===== src/hw/rtl/pqse_pkg.sv =====
package pqse_pkg;

	localparam int CAPACITY = 256;
	localparam int ADDR_W   = $clog2(CAPACITY);
	localparam int CNT_W    = $clog2(CAPACITY + 1);
	localparam int PRIO_W   = 8;
	localparam int PAY_W    = 16;
	localparam int FILL_W   = 9;
	localparam int ENTRY_W  = PRIO_W + PAY_W;

	typedef enum logic [1:0] {
		KIND_ENQ     = 2'd0,
		KIND_MIN     = 2'd1,
		KIND_EXACT   = 2'd2,
		KIND_ATLEAST = 2'd3
	} kind_t;

	typedef enum logic [1:0] {
		ST_OK      = 2'd0,
		ST_EMPTY   = 2'd1,
		ST_NOMATCH = 2'd2,
		ST_FULL    = 2'd3
	} status_t;

	typedef enum logic [1:0] {
		S_IDLE,
		S_SCAN,
		S_SHIFT
	} state_t;

	typedef struct packed {
		logic              clear;
		logic              vld;
		kind_t             kind;
		logic [PRIO_W-1:0] bound;
		logic [ADDR_W-1:0] idx;
	} scan_ctrl_t;

	typedef struct packed {
		logic              found;
		logic [ADDR_W-1:0] pos;
		logic [PRIO_W-1:0] prio;
		logic [PAY_W-1:0]  payload;
	} scan_res_t;

endpackage


===== src/hw/rtl/pqse_scan.sv =====
module pqse_scan (
	input  logic                        clk,
	input  logic                        arst_n,
	input  pqse_pkg::scan_ctrl_t        ctrl,
	input  logic [pqse_pkg::ENTRY_W-1:0] entry,
	output pqse_pkg::scan_res_t         res
);

	logic                          found_q;
	logic [pqse_pkg::ADDR_W-1:0]   pos_q;
	logic [pqse_pkg::PRIO_W-1:0]   prio_q;
	logic [pqse_pkg::PAY_W-1:0]    payload_q;
	logic [pqse_pkg::PRIO_W-1:0]   p;
	logic                          take;

	assign p = entry[pqse_pkg::ENTRY_W-1:pqse_pkg::PAY_W];

	// Strict compares keep the earliest entry on ties.
	always_comb begin
		unique case (ctrl.kind)
			pqse_pkg::KIND_MIN:     take = !found_q || (p < prio_q);
			pqse_pkg::KIND_EXACT:   take = !found_q && (p == ctrl.bound);
			pqse_pkg::KIND_ATLEAST: take = (p >= ctrl.bound) && (!found_q || (p < prio_q));
			default:                take = 1'b0;
		endcase
	end

	always_ff @(posedge clk or negedge arst_n) begin
		if (!arst_n) begin
			found_q <= 1'b0;
		end else if (ctrl.clear) begin
			found_q <= 1'b0;
		end else if (ctrl.vld && take) begin
			found_q <= 1'b1;
		end
	end

	always_ff @(posedge clk) begin
		if (ctrl.vld && take) begin
			pos_q     <= ctrl.idx;
			prio_q    <= p;
			payload_q <= entry[pqse_pkg::PAY_W-1:0];
		end
	end

	assign res.found   = found_q;
	assign res.pos     = pos_q;
	assign res.prio    = prio_q;
	assign res.payload = payload_q;

endmodule


===== config.mk =====
export PLATFORM = sky130hd
export DESIGN_NAME = pqse_scan
export DESIGN_NICKNAME = d
export VERILOG_FILES = /design/src/hw/rtl/pqse_pkg.sv /design/src/hw/rtl/pqse_scan.sv
export SDC_FILE = /design/constraint.sdc
export NUM_CORES = 1
export LEC_CHECK = 0
export BUFFER_PORTS_ARGS = -buffer_cell sky130_fd_sc_hd__buf_2
export CAP_MARGIN = 20
export CORE_MARGIN = 1
export CORE_UTILIZATION = 43
export CTS_CLUSTER_SIZE = 12
export DETAILED_ROUTE_END_ITERATION = 16
export PLACE_DENSITY_LB_ADDON = 0.12
export SYNTH_ARGS = -nofsm -noshare
export SYNTH_HDL_FRONTEND = slang
export SYNTH_SLANG_ARGS = --single-unit

===== constraint.sdc =====
create_clock -name clk -period 4.62 [get_ports clk]
set_input_delay 0.231 -clock clk [delete_from_list [all_inputs] [get_ports clk]]
set_output_delay 0.231 -clock clk [all_outputs]
set_load 0.02 [all_outputs]

==> impl_metrics.toml <==
[setup_path]
slowest_delay_ns = 0.41
path_max_fanout = 32
crit_type = "reg2reg"
worst-path-buf-inv = 2
r2r-start = "prio_q[6]"
path_cells = "inv_1 -> ha_1 -> a21o_1 -> a2111oi_2 -> o31ai_1 -> a221oi_4 -> buf_4"
required_ns = 4.60
worst_setup_path_start_kind = "flop"
reg2reg_to = "payload_q[13]"
arrival_ns = 2.41
reg2regPathDepth = 7
cpMaxStageDelayCell = "edfxtp_1"
endpoint_kind = "flop"
r2r_setup_slack_ns = 2.19
crit_family = "compound AO/OA/AOI/OAI gates"

[layout]
antenna_cells = 0
drive_gt1_share_pct = 49.7
num-nets-final = 239
syn_to_final_growth_pct = 36.2
stdcell_count = 223

[yosys]
yosysUniqueCellTypes = 24
syn_inst = 92
synth-xor-area-share_pct = 0
netlist_area_mm2 = 0.00143
synth-main-ff-cell = "edfxtp_1"
syn_area_per_cell_um2 = 15.6
synth_nets = 153
yosys-top-cells-area = "edfxtp_1 (67%), ha_1 (13%), inv_1 (4.7%), dfrtp_1 (1.7%), nand4_1 (1.3%)"
synth_top_area_share_pct = 67.1
ys_seq_area_share_pct = 68.9
ys_ff_latch = 33
synth_top_cell_by_area = "edfxtp_1"
synth_mux_area_share_pct = 0
yosys.area_share.adder_pct = 13.1
synth-simple-area-share_pct = 5.68
synthArstFlopShare_pct = 3.03
synth_top_family_by_area = "adder cells"
synth-edff-count = 32
ys_warn_count = 0
synth_compound_area_share_pct = 7.08

[route]
dr.first_iter.drc_count = 24
wl_per_cell_um = 11.6
vias_per_cell = 4.61
vias = 1027
ant_nets = 0
drcViolationCount = 0
dr.pass1.iters = 4
drt-total-wl_um = 2590

[sta]
worstMarginPinSlew_ns = 0.447
skew_ns = 0.00861
final-hold-violation-count = 0
maxSlewHeadroom_pct = 69.4
fin_crit_ns = 2.43
finalSetupViolations = 0
fmax_ghz = 0.411
timing.setup.tns_ns = 0
rsz0062_at_grt = "no"
post-route-period-util_pct = 52.7
drv_slew = 0

[pwr]
peakVddDrop_v = 0.000136
internal_power_mw = 0.441
p_per_area_mw_per_mm2 = 300
p_sw_share_pct = 24.5
power_leakage_nw = 0.930
p_comb_share_pct = 15.3
clkPwrFrac_pct = 25.0
p_seq_share_pct = 59.7
p_switching_mw = 0.144

[clocking]
cts_root_buf = "clkbuf_4"
clk_latency_ns = 0.31
cts-resized-gates = 0
cts_num_sinks = 33
htreeDepth = 2
cts_tree = "done"
cts_setup_buffers = 0
clk_pin_slew_worst_paths_ns = 0.10
cts_made_buffers = 5
hold_buffers = 1
clk_path_buf_depth = 2

[worst_hold_path]
hold_end = "found_q"
hold_class = "in2reg"
hold_depth = 2
holdCritStartpoint = "ctrl[19]"

[placement]
io_buffers = 78
gp_congestion = 0.740
dp.cells = 214
place_hpwl_um = 2060

[flow_run]
cap_viol_max_count = 0

[grt]
grt_max_degree = 33
grt_pass1_wl_um = 4020
overflow = 0
first_global_vias = 933
grt_antenna_before_repair = 0
gr-usage-all-layers_pct = 15.7

[die]
die-height_um = 59.7
coreArea_mm2 = 0.00310
placementRows = 20
ios = 79
die_x_um = 59.7
die_area_mm2 = 0.00356
start_util_pct = 46.1

[status]
outcome = "complete, no violations"
cell usage after synthesis, types with 2 or more instances:
| master | instances |
|---|---|
| ha_1 | 15 |
| nand4_1 | 3 |
| a21o_1 | 2 |
| nand3_1 | 2 |
| nor2_1 | 2 |
| edfxtp_1 | 32 |
| inv_1 | 18 |
| o21ai_0 | 2 |
cell usage in the layout (no fill, tap or decap), drive strengths merged:
master / synthesis / final
a21oi: 1 / 1
edfxtp: 32 / 32
a31o: 1 / 1
a311oi: 1 / 1
buf: 1 / 79
nand2b: 1 / 1
inv: 18 / 18
a221oi: 1 / 1
nor2: 2 / 2
a2111oi: 2 / 2
dlygate4sd3: 0 / 1
and3: 1 / 1
dfrtp: 1 / 1
nand3: 2 / 2
clkinv: 0 / 2
and4b: 1 / 1
and4: 1 / 1
o31ai: 1 / 1
o21a: 1 / 1
nand3b: 1 / 1
clkbuf: 0 / 6
o21ai: 2 / 2
nand4: 3 / 3
nor2b: 1 / 1
ha: 15 / 15
a21o: 2 / 2
registers in the layout (all words and copies together), names as in the netlist:
register and count:
found_q 1, payload_q 16, pos_q 8, prio_q 8
layout make-up:
cell class | count | area, um2
clock inverters | 2 | 10.0
clock buffers | 6 | 41.3
flip-flops and latches | 33 | 986
well taps | 44 | 55.1
inverters | 18 | 67.6
multi-input cells | 40 | 382
repair buffers | 80 | 408
fillers | 271 | 1150
how the worst max path moves through the flow:
stage              start             to  cells after the start
3_5_place_dp   prio_q[6]      prio_q[5]                      7
2_1_floorplan  prio_q[6]   payload_q[0]                      6
3_3_place_gp   entry[23]   payload_q[2]                      7
6_report       prio_q[6]  payload_q[13]                      7
4_1_cts        prio_q[6]       pos_q[7]                      7
5_1_grt        prio_q[6]       pos_q[7]                      7
stage by stage:
step,hold slack (ns),power (mW),instance area [um2],setup WS [ns],utilization [%]
after global placement,0.00682,0.444,1890,2.28,60.8
after CTS,0.0356,0.595,1950,2.15,62.8
final,0.0578,0.585,1950,2.19,62.8
after floorplan,-0.0646,0.405,1430,1.23,-
after detailed placement,0.00749,0.447,1890,2.19,60.8
after global routing,0.0424,0.616,1950,2.01,62.8
routing by layer:
metal  up-vias  track usage [%]  part of all wire (%)
met5         -                0                     0
met4         0             6.98                  0.77
met3         2             5.41                   7.2
met2        52             24.8                    48
met1       457             19.5                    44
li1        516                -                     -
logic make-up after synthesis:
kind of cell	Yosys count
buf+inv	19
fa+ha+maj	15
compound gates	12
flops	33
simple gates	13
worst register-to-register path: cells and delay by family (launching register included):
kind            cells  cell delay (ns)
compound gates      4             0.96
fa+ha+maj           1             0.24
buf+inv             2             0.47
flops               1             0.41
power by group through the flow:
stage               Sequential (mW)  Combinational [mW]  Clock, mW
floorplan                     0.374              0.0310          0
global placement              0.356              0.0878          0
detailed placement            0.356              0.0904          0
CTS                           0.349              0.0914      0.154
global route                  0.351               0.101      0.165
finish                        0.349              0.0898      0.146
No activity file was read; power rests on OpenSTA's default activity.
