--- config.mk ---
export PLATFORM = sky130hd
export DESIGN_NAME = pqse_ram
export DESIGN_NICKNAME = d
export VERILOG_FILES = /design/src/hw/rtl/pqse_ram.sv
export SDC_FILE = /design/constraint.sdc
export NUM_CORES = 1
export LEC_CHECK = 0
export BUFFER_PORTS_ARGS = -buffer_cell sky130_fd_sc_hd__buf_4
export CAP_MARGIN = 25
export CELL_PAD_IN_SITES_DETAIL_PLACEMENT = 1
export CELL_PAD_IN_SITES_GLOBAL_PLACEMENT = 2
export CORE_ASPECT_RATIO = 0.6
export CORE_MARGIN = 8
export CORE_UTILIZATION = 35
export DETAILED_ROUTE_END_ITERATION = 7
export PLACE_DENSITY = 0.61
export SLEW_MARGIN = 20
export SYNTH_ARGS = -nofsm -noshare
export SYNTH_HDL_FRONTEND = slang
export SYNTH_SLANG_ARGS = --single-unit
export TNS_END_PERCENT = 30
--- constraint.sdc ---
create_clock -name clk -period 2.1 [get_ports clk]
set_input_delay 0.21 -clock clk [delete_from_list [all_inputs] [get_ports clk]]
set_output_delay 0.21 -clock clk [all_outputs]
set_load 0.01 [all_outputs]
--- src/hw/rtl/pqse_ram.sv ---
module pqse_ram #(
	parameter int WIDTH = 8,
	parameter int DEPTH = 16
) (
	input  logic                     clk,
	input  logic                     we,
	input  logic [$clog2(DEPTH)-1:0] waddr,
	input  logic [WIDTH-1:0]         wdata,
	input  logic [$clog2(DEPTH)-1:0] raddr,
	output logic [WIDTH-1:0]         rdata
);

	logic [WIDTH-1:0] mem_q [DEPTH];
	logic [WIDTH-1:0] rdata_q;

	always_ff @(posedge clk) begin
		if (we) begin
			mem_q[waddr] <= wdata;
		end
		rdata_q <= mem_q[raddr];
	end

	assign rdata = rdata_q;

endmodule

==> report_table.html, run 1 <==
<table>
<tr><th>Metric</th><th>Value</th></tr>
<tr><th colspan="2">CTS</th></tr>
<tr><td>Maximum buffer depth of the clock tree</td><td>2</td></tr>
<tr><td>Hold buffer count at CTS</td><td>0</td></tr>
<tr><td>CTS tree</td><td>yes</td></tr>
<tr><td>Skew-Pair Late Insertion Delay</td><td>~400 ps</td></tr>
<tr><td>Number of gates resized after cts</td><td>0</td></tr>
<tr><td>H-tree levels</td><td>4</td></tr>
<tr><td>Worst-path clk slew</td><td>60 ps</td></tr>
<tr><td>Sinks on the clock net</td><td>between 100 and 150</td></tr>
<tr><td>Root Buffer Master</td><td>sky130_fd_sc_hd__clkbuf_16</td></tr>
<tr><td>Number of clock buffers inserted by TritonCTS</td><td>17</td></tr>
<tr><td>Post-CTS repair timing setup buffer count</td><td>0</td></tr>
<tr><th colspan="2">STA</th></tr>
<tr><td>Count of final max-slew check failures</td><td>0</td></tr>
<tr><td>Worst slack on hold paths</td><td>112 ps</td></tr>
<tr><td>Clock tree skew after final layout</td><td>around 7.0 ps</td></tr>
<tr><td>Transition time at the pin with the least slew margin</td><td>448 ps</td></tr>
<tr><td>Setup TNS</td><td>0 ps</td></tr>
<tr><td>Highest Clock Rate</td><td>between 0.7 and 0.8 GHz</td></tr>
<tr><td>Final critical-path share of the clock period</td><td>0.636</td></tr>
<tr><td>Relative slew margins</td><td>0.701</td></tr>
<tr><td>Time the final worst path needs with I/O delays and setup</td><td>roughly 1300 ps</td></tr>
<tr><td>Final setup viols</td><td>0</td></tr>
<tr><td>Unrepaired setup endpoints after global routing</td><td>no</td></tr>
<tr><td>Hold violation count in the final report</td><td>0</td></tr>
<tr><th colspan="2">Hold path</th></tr>
<tr><td>Count of cells along the worst hold path</td><td>1</td></tr>
<tr><td>Worst hold path type</td><td>in2reg</td></tr>
<tr><th colspan="2">Synthesis</th></tr>
<tr><td>Share of Yosys cell area claimed by the top area cell type</td><td>0.747</td></tr>
<tr><td>Syn_nets</td><td>around 250</td></tr>
<tr><td>Cell accounting for the most synthesized area</td><td>sky130_fd_sc_hd__edfxtp_1</td></tr>
<tr><td>Cell area after synthesis</td><td>between 0.005 and 0.006 mm²</td></tr>
<tr><td>Number of flops mapped to enable cells by yosys</td><td>around 130</td></tr>
<tr><td>Avg Cell Area, Syn</td><td>about 22 µm²</td></tr>
<tr><td>Async set-or-reset flop fraction in the synthesized netlist</td><td>0</td></tr>
<tr><td>Warnings, synthesis</td><td>0</td></tr>
<tr><td>Cell with the most instances after synthesis</td><td>sky130_fd_sc_hd__edfxtp_1</td></tr>
<tr><td>Prevailing post-synth register cell</td><td>sky130_fd_sc_hd__edfxtp_1</td></tr>
<tr><td>Unique cell type count in the Yosys netlist</td><td>19</td></tr>
<tr><td>Synthesized instance count</td><td>between 200 and 250</td></tr>
<tr><td>Most frequent cells after synthesis</td><td>sky130_fd_sc_hd__edfxtp_1 (128), sky130_fd_sc_hd__mux4_2 (18), sky130_fd_sc_hd__a22oi_1 (16)</td></tr>
<tr><td>Top area cells in the synthesized netlist</td><td>sky130_fd_sc_hd__edfxtp_1 (75%), sky130_fd_sc_hd__mux4_2 (7.9%), sky130_fd_sc_hd__mux4_1 (7.1%), sky130_fd_sc_hd__dfxtp_1 (3.1%), sky130_fd_sc_hd__a22oi_1 (2.3%)</td></tr>
<tr><td>Sequential area share after synthesis</td><td>0.778</td></tr>
<tr><td>Number of register bits inferred by synthesis</td><td>~140</td></tr>
<tr><th colspan="2">Floorplanning</th></tr>
<tr><td>Horizontal die dimension</td><td>between 150 and 200 µm</td></tr>
<tr><td>DIE AREA</td><td>approximately 0.019 mm²</td></tr>
<tr><td>Area inside the core boundary</td><td>0.0144 mm²</td></tr>
<tr><td># IOs</td><td>26</td></tr>
<tr><td>Effective utilization at floorplan</td><td>0.357</td></tr>
<tr><td>Height of the die</td><td>between 100 and 150 µm</td></tr>
<tr><td>Num rows</td><td>34</td></tr>
<tr><th colspan="2">Global route</th></tr>
<tr><td>Vias in the first global route</td><td>about 2700</td></tr>
<tr><td>GRT met1 Usage</td><td>0.164</td></tr>
<tr><td>M2 GR Usage</td><td>0.184</td></tr>
<tr><td>GR Util All Layers</td><td>0.122</td></tr>
<tr><td>Most Crowded Layer GR</td><td>met2</td></tr>
<tr><td>Met3 usage in global routing</td><td>0.0456</td></tr>
<tr><td>Antenna violations before repair</td><td>0</td></tr>
<tr><td>Global-route congestion overflow total</td><td>0</td></tr>
<tr><td>Pin count of the biggest net entering global routing</td><td>33</td></tr>
<tr><td>Global-route wire length before repair</td><td>16600 µm</td></tr>
<tr><th colspan="2">Route</th></tr>
<tr><td>Wire length per cell after detailed routing</td><td>21.9 µm</td></tr>
<tr><td>Final Routed Wirelength</td><td>approximately 11000 µm</td></tr>
<tr><td>DRC violation count after routing</td><td>0</td></tr>
<tr><td>Drt via density</td><td>about 5</td></tr>
<tr><td>Pre-antenna DRT Iters</td><td>4</td></tr>
<tr><td>Via count</td><td>roughly 2400</td></tr>
<tr><td>Post-route ant nets</td><td>0</td></tr>
<tr><td>Initial detailed-routing violation count</td><td>roughly 180</td></tr>
<tr><th colspan="2">Finish</th></tr>
<tr><td>Finished Cell Area</td><td>0.00625 mm²</td></tr>
<tr><td>Fill cells</td><td>1355</td></tr>
<tr><td>Area taken by flip-flops and latches</td><td>0.00400 mm²</td></tr>
<tr><td>Fraction of final layout cells sized beyond drive strength 1</td><td>0.310</td></tr>
<tr><td>Multi-input gate area in the final layout</td><td>between 0.001 and 0.0015 mm²</td></tr>
<tr><td>ANT cells</td><td>0</td></tr>
<tr><td>Number of nets in the finished design</td><td>approximately 300</td></tr>
<tr><td>Syn-to-layout area delta</td><td>21.5%</td></tr>
<tr><th colspan="2">Critical path</th></tr>
<tr><td>Crit path capture type</td><td>register</td></tr>
<tr><td>Worst setup path category</td><td>reg2reg</td></tr>
<tr><td>Buf/Inv on CP</td><td>0</td></tr>
<tr><td>Gate family responsible for the most delay along the worst path</td><td>multiplexers</td></tr>
<tr><td>Number of cells on the critical path</td><td>3</td></tr>
<tr><td>Worst-path cell with the longest stage delay</td><td>sky130_fd_sc_hd__mux4_1</td></tr>
<tr><td>Largest fanout on the critical path</td><td>1</td></tr>
<tr><td>Worst Path Required</td><td>about 2400 ps</td></tr>
<tr><td>Highest cell delay on the worst timing path</td><td>between 400 and 500 ps</td></tr>
<tr><td>Cell chain of the critical path</td><td>mux4_1, a22oi_1, nand2_1</td></tr>
<tr><td>Critical path launch point type</td><td>register</td></tr>
<tr><td>Worst EP arrival</td><td>1620 ps</td></tr>
<tr><td>Depth of the worst register-to-register path</td><td>3</td></tr>
<tr><th colspan="2">Placement</th></tr>
<tr><td>Standard cell area after detailed placement</td><td>roughly 0.0057 mm²</td></tr>
<tr><td>Routability Congestion</td><td>between 0.6 and 0.7</td></tr>
<tr><td>IO buf count</td><td>25</td></tr>
<tr><td>Placed wire-length estimate after detailed placement</td><td>7130 µm</td></tr>
<tr><th colspan="2">Power and ir drop</th></tr>
<tr><td>Maximum VDD drop</td><td>0.457 mV</td></tr>
<tr><td>Total power density per cell area</td><td>approximately 1000 mW/mm²</td></tr>
<tr><td>Leak pwr</td><td>roughly 2.1 nW</td></tr>
<tr><th colspan="2">Run</th></tr>
<tr><td>Max-cap violation count</td><td>0</td></tr>
<tr><th colspan="2">Run status</th></tr>
<tr><td>Run status</td><td>completed</td></tr>
</table>
==> area by class of cell <==
cell class / instances / area share
tap: 198 / 0.0396
sequential: 136 / 0.640
timing repair buffer: 46 / 0.0572
clock buffer: 18 / 0.0686
multi-input combinational: 83 / 0.169
clock inverter: 14 / 0.0250
==> cells by family (layout without fill, tap and decap cells) <==
kind of cell | after synthesis | in the layout | synth area share
buffers and inverters | 10 | 78 | 0.0168
multiplexers | 32 | 32 | 0.150
flip-flops | 136 | 136 | 0.778
AND/OR/NAND/NOR | 35 | 35 | 0.0318
AO/OA/AOI/OAI | 16 | 16 | 0.0233
==> power breakdown <==
part	switching, mW	internal [mW]	total, mW
combinational	0.161	0.141	0.302
sequential	0.0199	3.04	3.06
clock	1.09	1.85	2.94
==> registers in the layout (all words and copies together), names as in the netlist <==
signal / cells
mem_q: 128
rdata: 8
==> layout by cell type (no fill, tap or decap), drive strengths merged <==
cell type  netlist  routed
a22oi           16      16
and2             1       1
and2b            1       1
buf              7      46
bufinv           0       3
clkbuf           0      18
clkinv           0       8
clkinvlp         0       2
dfxtp            8       8
edfxtp         128     128
inv              0       1
mux4            32      32
nand2            9       9
nand2b           2       2
nand3            1       1
nand3b           2       2
nor2            13      13
nor2b            1       1
nor3             4       4
or3b             1       1
==> through the flow <==
stage | cells | total power, mW | setup WS (ps) | util
finish | 495 | 6.30 | 765 | 0.434
CTS | 495 | 6.39 | 740 | 0.434
detailed placement | 463 | 3.42 | 344 | 0.393
global placement | 463 | 3.41 | 355 | 0.393
global route | 495 | 6.52 | 674 | 0.434
floorplan | 229 | 3.27 | 397 | -
==> metal layers <==
metal  part of all wire  wire length (µm)
met2               0.44              4800
met5                  0                 0
met1               0.51              5490
met4              0.011               118
met3              0.040               432
==> final timing paths <==
kind | from | end | slack, ps
hold / removal | wdata[7] | mem_q[11][7]$_DFFE_PP_ | 110
setup reg to reg | mem_q[0][5]$_DFFE_PP_ | rdata[5]$_DFF_P_ | 770
setup / recovery | mem_q[0][5]$_DFFE_PP_ | rdata[5]$_DFF_P_ | 770
hold reg to reg | mem_q[7][3]$_DFFE_PP_ | rdata[3]$_DFF_P_ | 680
Power figures use the tool's default switching activity.
==> run 2, diff against run 1 <==
--- a/config.mk
+++ b/config.mk
@@ -5,6 +5,7 @@
 export SDC_FILE = /design/constraint.sdc
 export NUM_CORES = 1
 export LEC_CHECK = 0
+export ABC_AREA = 1
 export BUFFER_PORTS_ARGS = -buffer_cell sky130_fd_sc_hd__buf_4
 export CAP_MARGIN = 25
 export CELL_PAD_IN_SITES_DETAIL_PLACEMENT = 1
@@ -13,7 +14,7 @@
 export CORE_MARGIN = 8
 export CORE_UTILIZATION = 35
 export DETAILED_ROUTE_END_ITERATION = 7
-export PLACE_DENSITY = 0.61
+export PLACE_DENSITY = 0.73
 export SLEW_MARGIN = 20
 export SYNTH_ARGS = -nofsm -noshare
 export SYNTH_HDL_FRONTEND = slang
==> constraint.sdc (replaced) <==
create_clock -name clk -period 1.1 [get_ports clk]
set_input_delay 0.11 -clock clk [delete_from_list [all_inputs] [get_ports clk]]
set_output_delay 0.11 -clock clk [all_outputs]
set_load 0.01 [all_outputs]
==> report_table.html, run 2 <==
<table>
<tr><th>Metric</th><th>Value</th></tr>
<tr><th colspan="2">Finish</th></tr>
<tr><td>Most common cell after layout, fill and taps aside</td><td>sky130_fd_sc_hd__nand2_1</td></tr>
<tr><td>Most used cells in the layout excluding fill and tap cells</td><td>sky130_fd_sc_hd__nand2_1 (173), sky130_fd_sc_hd__edfxtp_1 (128), sky130_fd_sc_hd__inv_1 (100), sky130_fd_sc_hd__nand3_1 (95), sky130_fd_sc_hd__buf_4 (51)</td></tr>
<tr><td>Syn-to-layout area delta</td><td>22.9%</td></tr>
<tr><td>Fraction of final layout cells sized beyond drive strength 1</td><td>0.159</td></tr>
<tr><td>Finished Cell Area</td><td>approximately 0.0071 mm²</td></tr>
<tr><td>Register containing the most flip-flops in the final layout</td><td>mem_q</td></tr>
<tr><td>Largest register FFs</td><td>around 130</td></tr>
<tr><td>Fill cells</td><td>about 1800</td></tr>
<tr><td>Core Util, Final</td><td>0.438</td></tr>
<tr><td>Final Non-Filler Cells</td><td>roughly 830</td></tr>
<tr><td>Number of nets in the finished design</td><td>628</td></tr>
<tr><th colspan="2">Power and ir drop</th></tr>
<tr><td>Final Total Pwr</td><td>between 10 and 15 mW</td></tr>
<tr><td>Switching share of total power</td><td>0.232</td></tr>
<tr><td>Maximum VDD drop</td><td>about 0.60 mV</td></tr>
<tr><td>Clock power share</td><td>0.456</td></tr>
<tr><td>Total power density per cell area</td><td>1740 mW/mm²</td></tr>
<tr><td>Internal power component</td><td>about 9.5 mW</td></tr>
<tr><td>Comb power frac</td><td>0.071</td></tr>
<tr><td>Power spent charging and discharging nets</td><td>~2.9 mW</td></tr>
<tr><td>Sequential share of power</td><td>0.473</td></tr>
<tr><td>Leak pwr</td><td>between 3 and 4 nW</td></tr>
<tr><th colspan="2">STA</th></tr>
<tr><td>Clock tree skew after final layout</td><td>9.13 ps</td></tr>
<tr><td>Setup TNS</td><td>0 ps</td></tr>
<tr><td>Count of final max-slew check failures</td><td>0</td></tr>
<tr><td>Post-route worst setup slack</td><td>47.0 ps</td></tr>
<tr><td>Time the final worst path needs with I/O delays and setup</td><td>1050 ps</td></tr>
<tr><td>Transition time at the pin with the least slew margin</td><td>235 ps</td></tr>
<tr><td>Highest Clock Rate</td><td>around 0.95 GHz</td></tr>
<tr><td>Worst slack on hold paths</td><td>between 20 and 30 ps</td></tr>
<tr><td>Final setup viols</td><td>0</td></tr>
<tr><td>Unrepaired setup endpoints after global routing</td><td>no</td></tr>
<tr><td>Hold violation count in the final report</td><td>0</td></tr>
<tr><td>Final critical-path share of the clock period</td><td>0.957</td></tr>
<tr><td>Relative slew margins</td><td>0.843</td></tr>
<tr><th colspan="2">Route</th></tr>
<tr><td>Via count</td><td>3927</td></tr>
<tr><td>Post-route ant nets</td><td>0</td></tr>
<tr><td>Drt via density</td><td>approximately 4.7</td></tr>
<tr><td>DRC violation count after routing</td><td>0</td></tr>
<tr><td>Initial detailed-routing violation count</td><td>213</td></tr>
<tr><td>Final Routed Wirelength</td><td>approximately 16000 µm</td></tr>
<tr><td>Pre-antenna DRT Iters</td><td>4</td></tr>
<tr><td>Wire length per cell after detailed routing</td><td>~19 µm</td></tr>
<tr><th colspan="2">Synthesis</th></tr>
<tr><td>Top area cells in the synthesized netlist</td><td>sky130_fd_sc_hd__edfxtp_1 (67%), sky130_fd_sc_hd__nand2_1 (11%), sky130_fd_sc_hd__nand3_1 (8.4%), sky130_fd_sc_hd__inv_1 (6.5%), sky130_fd_sc_hd__dfxtp_1 (2.8%)</td></tr>
<tr><td>Number of flops mapped to enable cells by yosys</td><td>128</td></tr>
<tr><td>Cell area after synthesis</td><td>0.00577 mm²</td></tr>
<tr><td>Synthesized instance count</td><td>approximately 550</td></tr>
<tr><td>Prevailing post-synth register cell</td><td>sky130_fd_sc_hd__edfxtp_1</td></tr>
<tr><td>Avg Cell Area, Syn</td><td>10.5 µm²</td></tr>
<tr><td>Cell with the most instances after synthesis</td><td>sky130_fd_sc_hd__nand2_1</td></tr>
<tr><td>Sequential area share after synthesis</td><td>0.694</td></tr>
<tr><td>Most frequent cells after synthesis</td><td>sky130_fd_sc_hd__nand2_1 (173), sky130_fd_sc_hd__edfxtp_1 (128), sky130_fd_sc_hd__inv_1 (100)</td></tr>
<tr><td>Number of register bits inferred by synthesis</td><td>between 100 and 150</td></tr>
<tr><td>Warnings, synthesis</td><td>0</td></tr>
<tr><td>Cell accounting for the most synthesized area</td><td>sky130_fd_sc_hd__edfxtp_1</td></tr>
<tr><td>Share of Yosys cell area claimed by the top area cell type</td><td>0.667</td></tr>
<tr><td>Unique cell type count in the Yosys netlist</td><td>12</td></tr>
<tr><td>Syn_nets</td><td>569</td></tr>
<tr><td>Async set-or-reset flop fraction in the synthesized netlist</td><td>0</td></tr>
<tr><th colspan="2">Floorplanning</th></tr>
<tr><td># IOs</td><td>26</td></tr>
<tr><td>Effective utilization at floorplan</td><td>0.357</td></tr>
<tr><td>Area inside the core boundary</td><td>between 0.015 and 0.02 mm²</td></tr>
<tr><td>Num rows</td><td>36</td></tr>
<tr><td>Horizontal die dimension</td><td>between 150 and 200 µm</td></tr>
<tr><td>Height of the die</td><td>115 µm</td></tr>
<tr><td>DIE AREA</td><td>around 0.021 mm²</td></tr>
<tr><th colspan="2">CTS</th></tr>
<tr><td>CTS tree</td><td>yes</td></tr>
<tr><td>Number of clock buffers inserted by TritonCTS</td><td>17</td></tr>
<tr><td>Sinks on the clock net</td><td>around 140</td></tr>
<tr><td>Worst-path clk slew</td><td>around 60 ps</td></tr>
<tr><td>Root Buffer Master</td><td>sky130_fd_sc_hd__clkbuf_16</td></tr>
<tr><td>Skew-Pair Late Insertion Delay</td><td>around 420 ps</td></tr>
<tr><td>Maximum buffer depth of the clock tree</td><td>2</td></tr>
<tr><td>H-tree levels</td><td>4</td></tr>
<tr><td>Post-CTS repair timing setup buffer count</td><td>0</td></tr>
<tr><th colspan="2">Critical path</th></tr>
<tr><td>Largest fanout on the critical path</td><td>1</td></tr>
<tr><td>Depth of the worst register-to-register path</td><td>6</td></tr>
<tr><td>Worst EP arrival</td><td>~940 ps</td></tr>
<tr><td>Reg-to-Reg End</td><td>rdata[2]$_DFF_P_</td></tr>
<tr><td>Critical path launch point type</td><td>register</td></tr>
<tr><td>Worst Path Required</td><td>slightly below 1000 ps</td></tr>
<tr><td>Highest cell delay on the worst timing path</td><td>between 300 and 400 ps</td></tr>
<tr><td>Worst setup path category</td><td>reg2out</td></tr>
<tr><td>Cell chain of the critical path</td><td>buf_4</td></tr>
<tr><td>Crit Reg-Reg Startpoint</td><td>mem_q[1][2]$_DFFE_PP_</td></tr>
<tr><td>Buf/Inv on CP</td><td>1</td></tr>
<tr><td>Worst-path cell with the longest stage delay</td><td>sky130_fd_sc_hd__dfxtp_1</td></tr>
<tr><td>Crit path capture type</td><td>primary output</td></tr>
<tr><td>Gate family responsible for the most delay along the worst path</td><td>flip-flops</td></tr>
<tr><td>Setup slack of the most critical reg-to-reg path</td><td>around 100 ps</td></tr>
<tr><th colspan="2">Placement</th></tr>
<tr><td>Placed wire-length estimate after detailed placement</td><td>10700 µm</td></tr>
<tr><td>Cell count after placement</td><td>around 800</td></tr>
<tr><td>Worst slack after detailed placement</td><td>-115 ps</td></tr>
<tr><td>Standard cell area after detailed placement</td><td>roughly 0.0065 mm²</td></tr>
<tr><td>IO buf count</td><td>25</td></tr>
<tr><td>Routability Congestion</td><td>approximately 0.77</td></tr>
<tr><th colspan="2">Hold path</th></tr>
<tr><td>Count of cells along the worst hold path</td><td>1</td></tr>
<tr><td>Launch point of the worst hold path</td><td>wdata[6]</td></tr>
<tr><td>Endpoint of the worst hold-timing path</td><td>mem_q[9][6]$_DFFE_PP_</td></tr>
<tr><td>Worst hold path type</td><td>in2reg</td></tr>
<tr><th colspan="2">Global route</th></tr>
<tr><td>Global-route congestion overflow total</td><td>0</td></tr>
<tr><td>Antenna violations before repair</td><td>0</td></tr>
<tr><td>Global-route wire length before repair</td><td>roughly 25000 µm</td></tr>
<tr><td>GR Util All Layers</td><td>0.161</td></tr>
<tr><td>Pin count of the biggest net entering global routing</td><td>23</td></tr>
<tr><td>Vias in the first global route</td><td>4181</td></tr>
<tr><th colspan="2">Run</th></tr>
<tr><td>Max-cap violation count</td><td>0</td></tr>
<tr><th colspan="2">Run status</th></tr>
<tr><td>Run status</td><td>completed</td></tr>
</table>
[run 2: cell count changes after synthesis, sizes merged, moves of 16 or more]
cell | before | now
mux4 | 32 | 0
a22oi | 16 | 0
inv | 0 | 102
nand2 | 9 | 173
nand3 | 1 | 97
buf | 7 | 24
[run 2: worst max-delay path by stage]
stage,startpoint,end,slack (ps),depth (start not counted)
finish,rdata[3]$_DFF_P_,rdata[3],50,1
global route,rdata[3]$_DFF_P_,rdata[3],10,1
CTS,rdata[3]$_DFF_P_,rdata[3],20,1
detailed placement,raddr[0],rdata[0]$_DFF_P_,-110,8
global placement,waddr[2],mem_q[0][6]$_DFFE_PP_,-90,5
floorplan,waddr[3],mem_q[4][0]$_DFFE_PP_,40,2
[run 2: what timing repair did]
action                                  4_1_cts  5_1_grt
hold endpoints to repair                      1        0
hold buffers                                  1        0
endpoints found under the setup margin        1        2
gates resized for setup                       1        2
[run 2: final cells by class]
type / count / area, µm² / area share
antenna: 1 / 2.50 / 0.000353
clock buffer: 18 / 429 / 0.0605
clock inverter: 14 / 150 / 0.0212
inverter: 102 / 383 / 0.0540
multi-input combinational: 289 / 1220 / 0.173
sequential: 136 / 4010 / 0.565
tap: 209 / 262 / 0.0369
timing repair buffer: 64 / 633 / 0.0893
[run 2: cells by family after synthesis]
group,share of synthesized area
buffers and inverters,0.0952
flip-flops,0.694
AND/OR/NAND/NOR,0.210
[run 2: per-layer routing]
| metal | routed length (µm) | global-route usage | up-vias |
|---|---|---|---|
| met5 | 0 | 0 | - |
| met4 | 146 | 0.0500 | 0 |
| met3 | 466 | 0.0366 | 17 |
| met2 | 7070 | 0.246 | 58 |
| met1 | 8370 | 0.227 | 1959 |
| li1 | - | - | 1893 |
[run 2: worst reg2reg max path, delay by kind of cell (launching register included)]
kind	cells	cell delay (ps)
buf+inv	1	70
simple gates	5	450
flops	1	370
[run 2: power by group through the flow]
stage / clock [mW] / sequential (mW) / combinational [mW]
2_1_floorplan: 0 / 5.95 / 0.409
3_3_place_gp: 0 / 5.94 / 0.860
3_5_place_dp: 0 / 5.94 / 0.880
4_1_cts: 5.75 / 5.83 / 0.888
5_1_grt: 5.97 / 5.84 / 0.962
6_report: 5.62 / 5.83 / 0.877
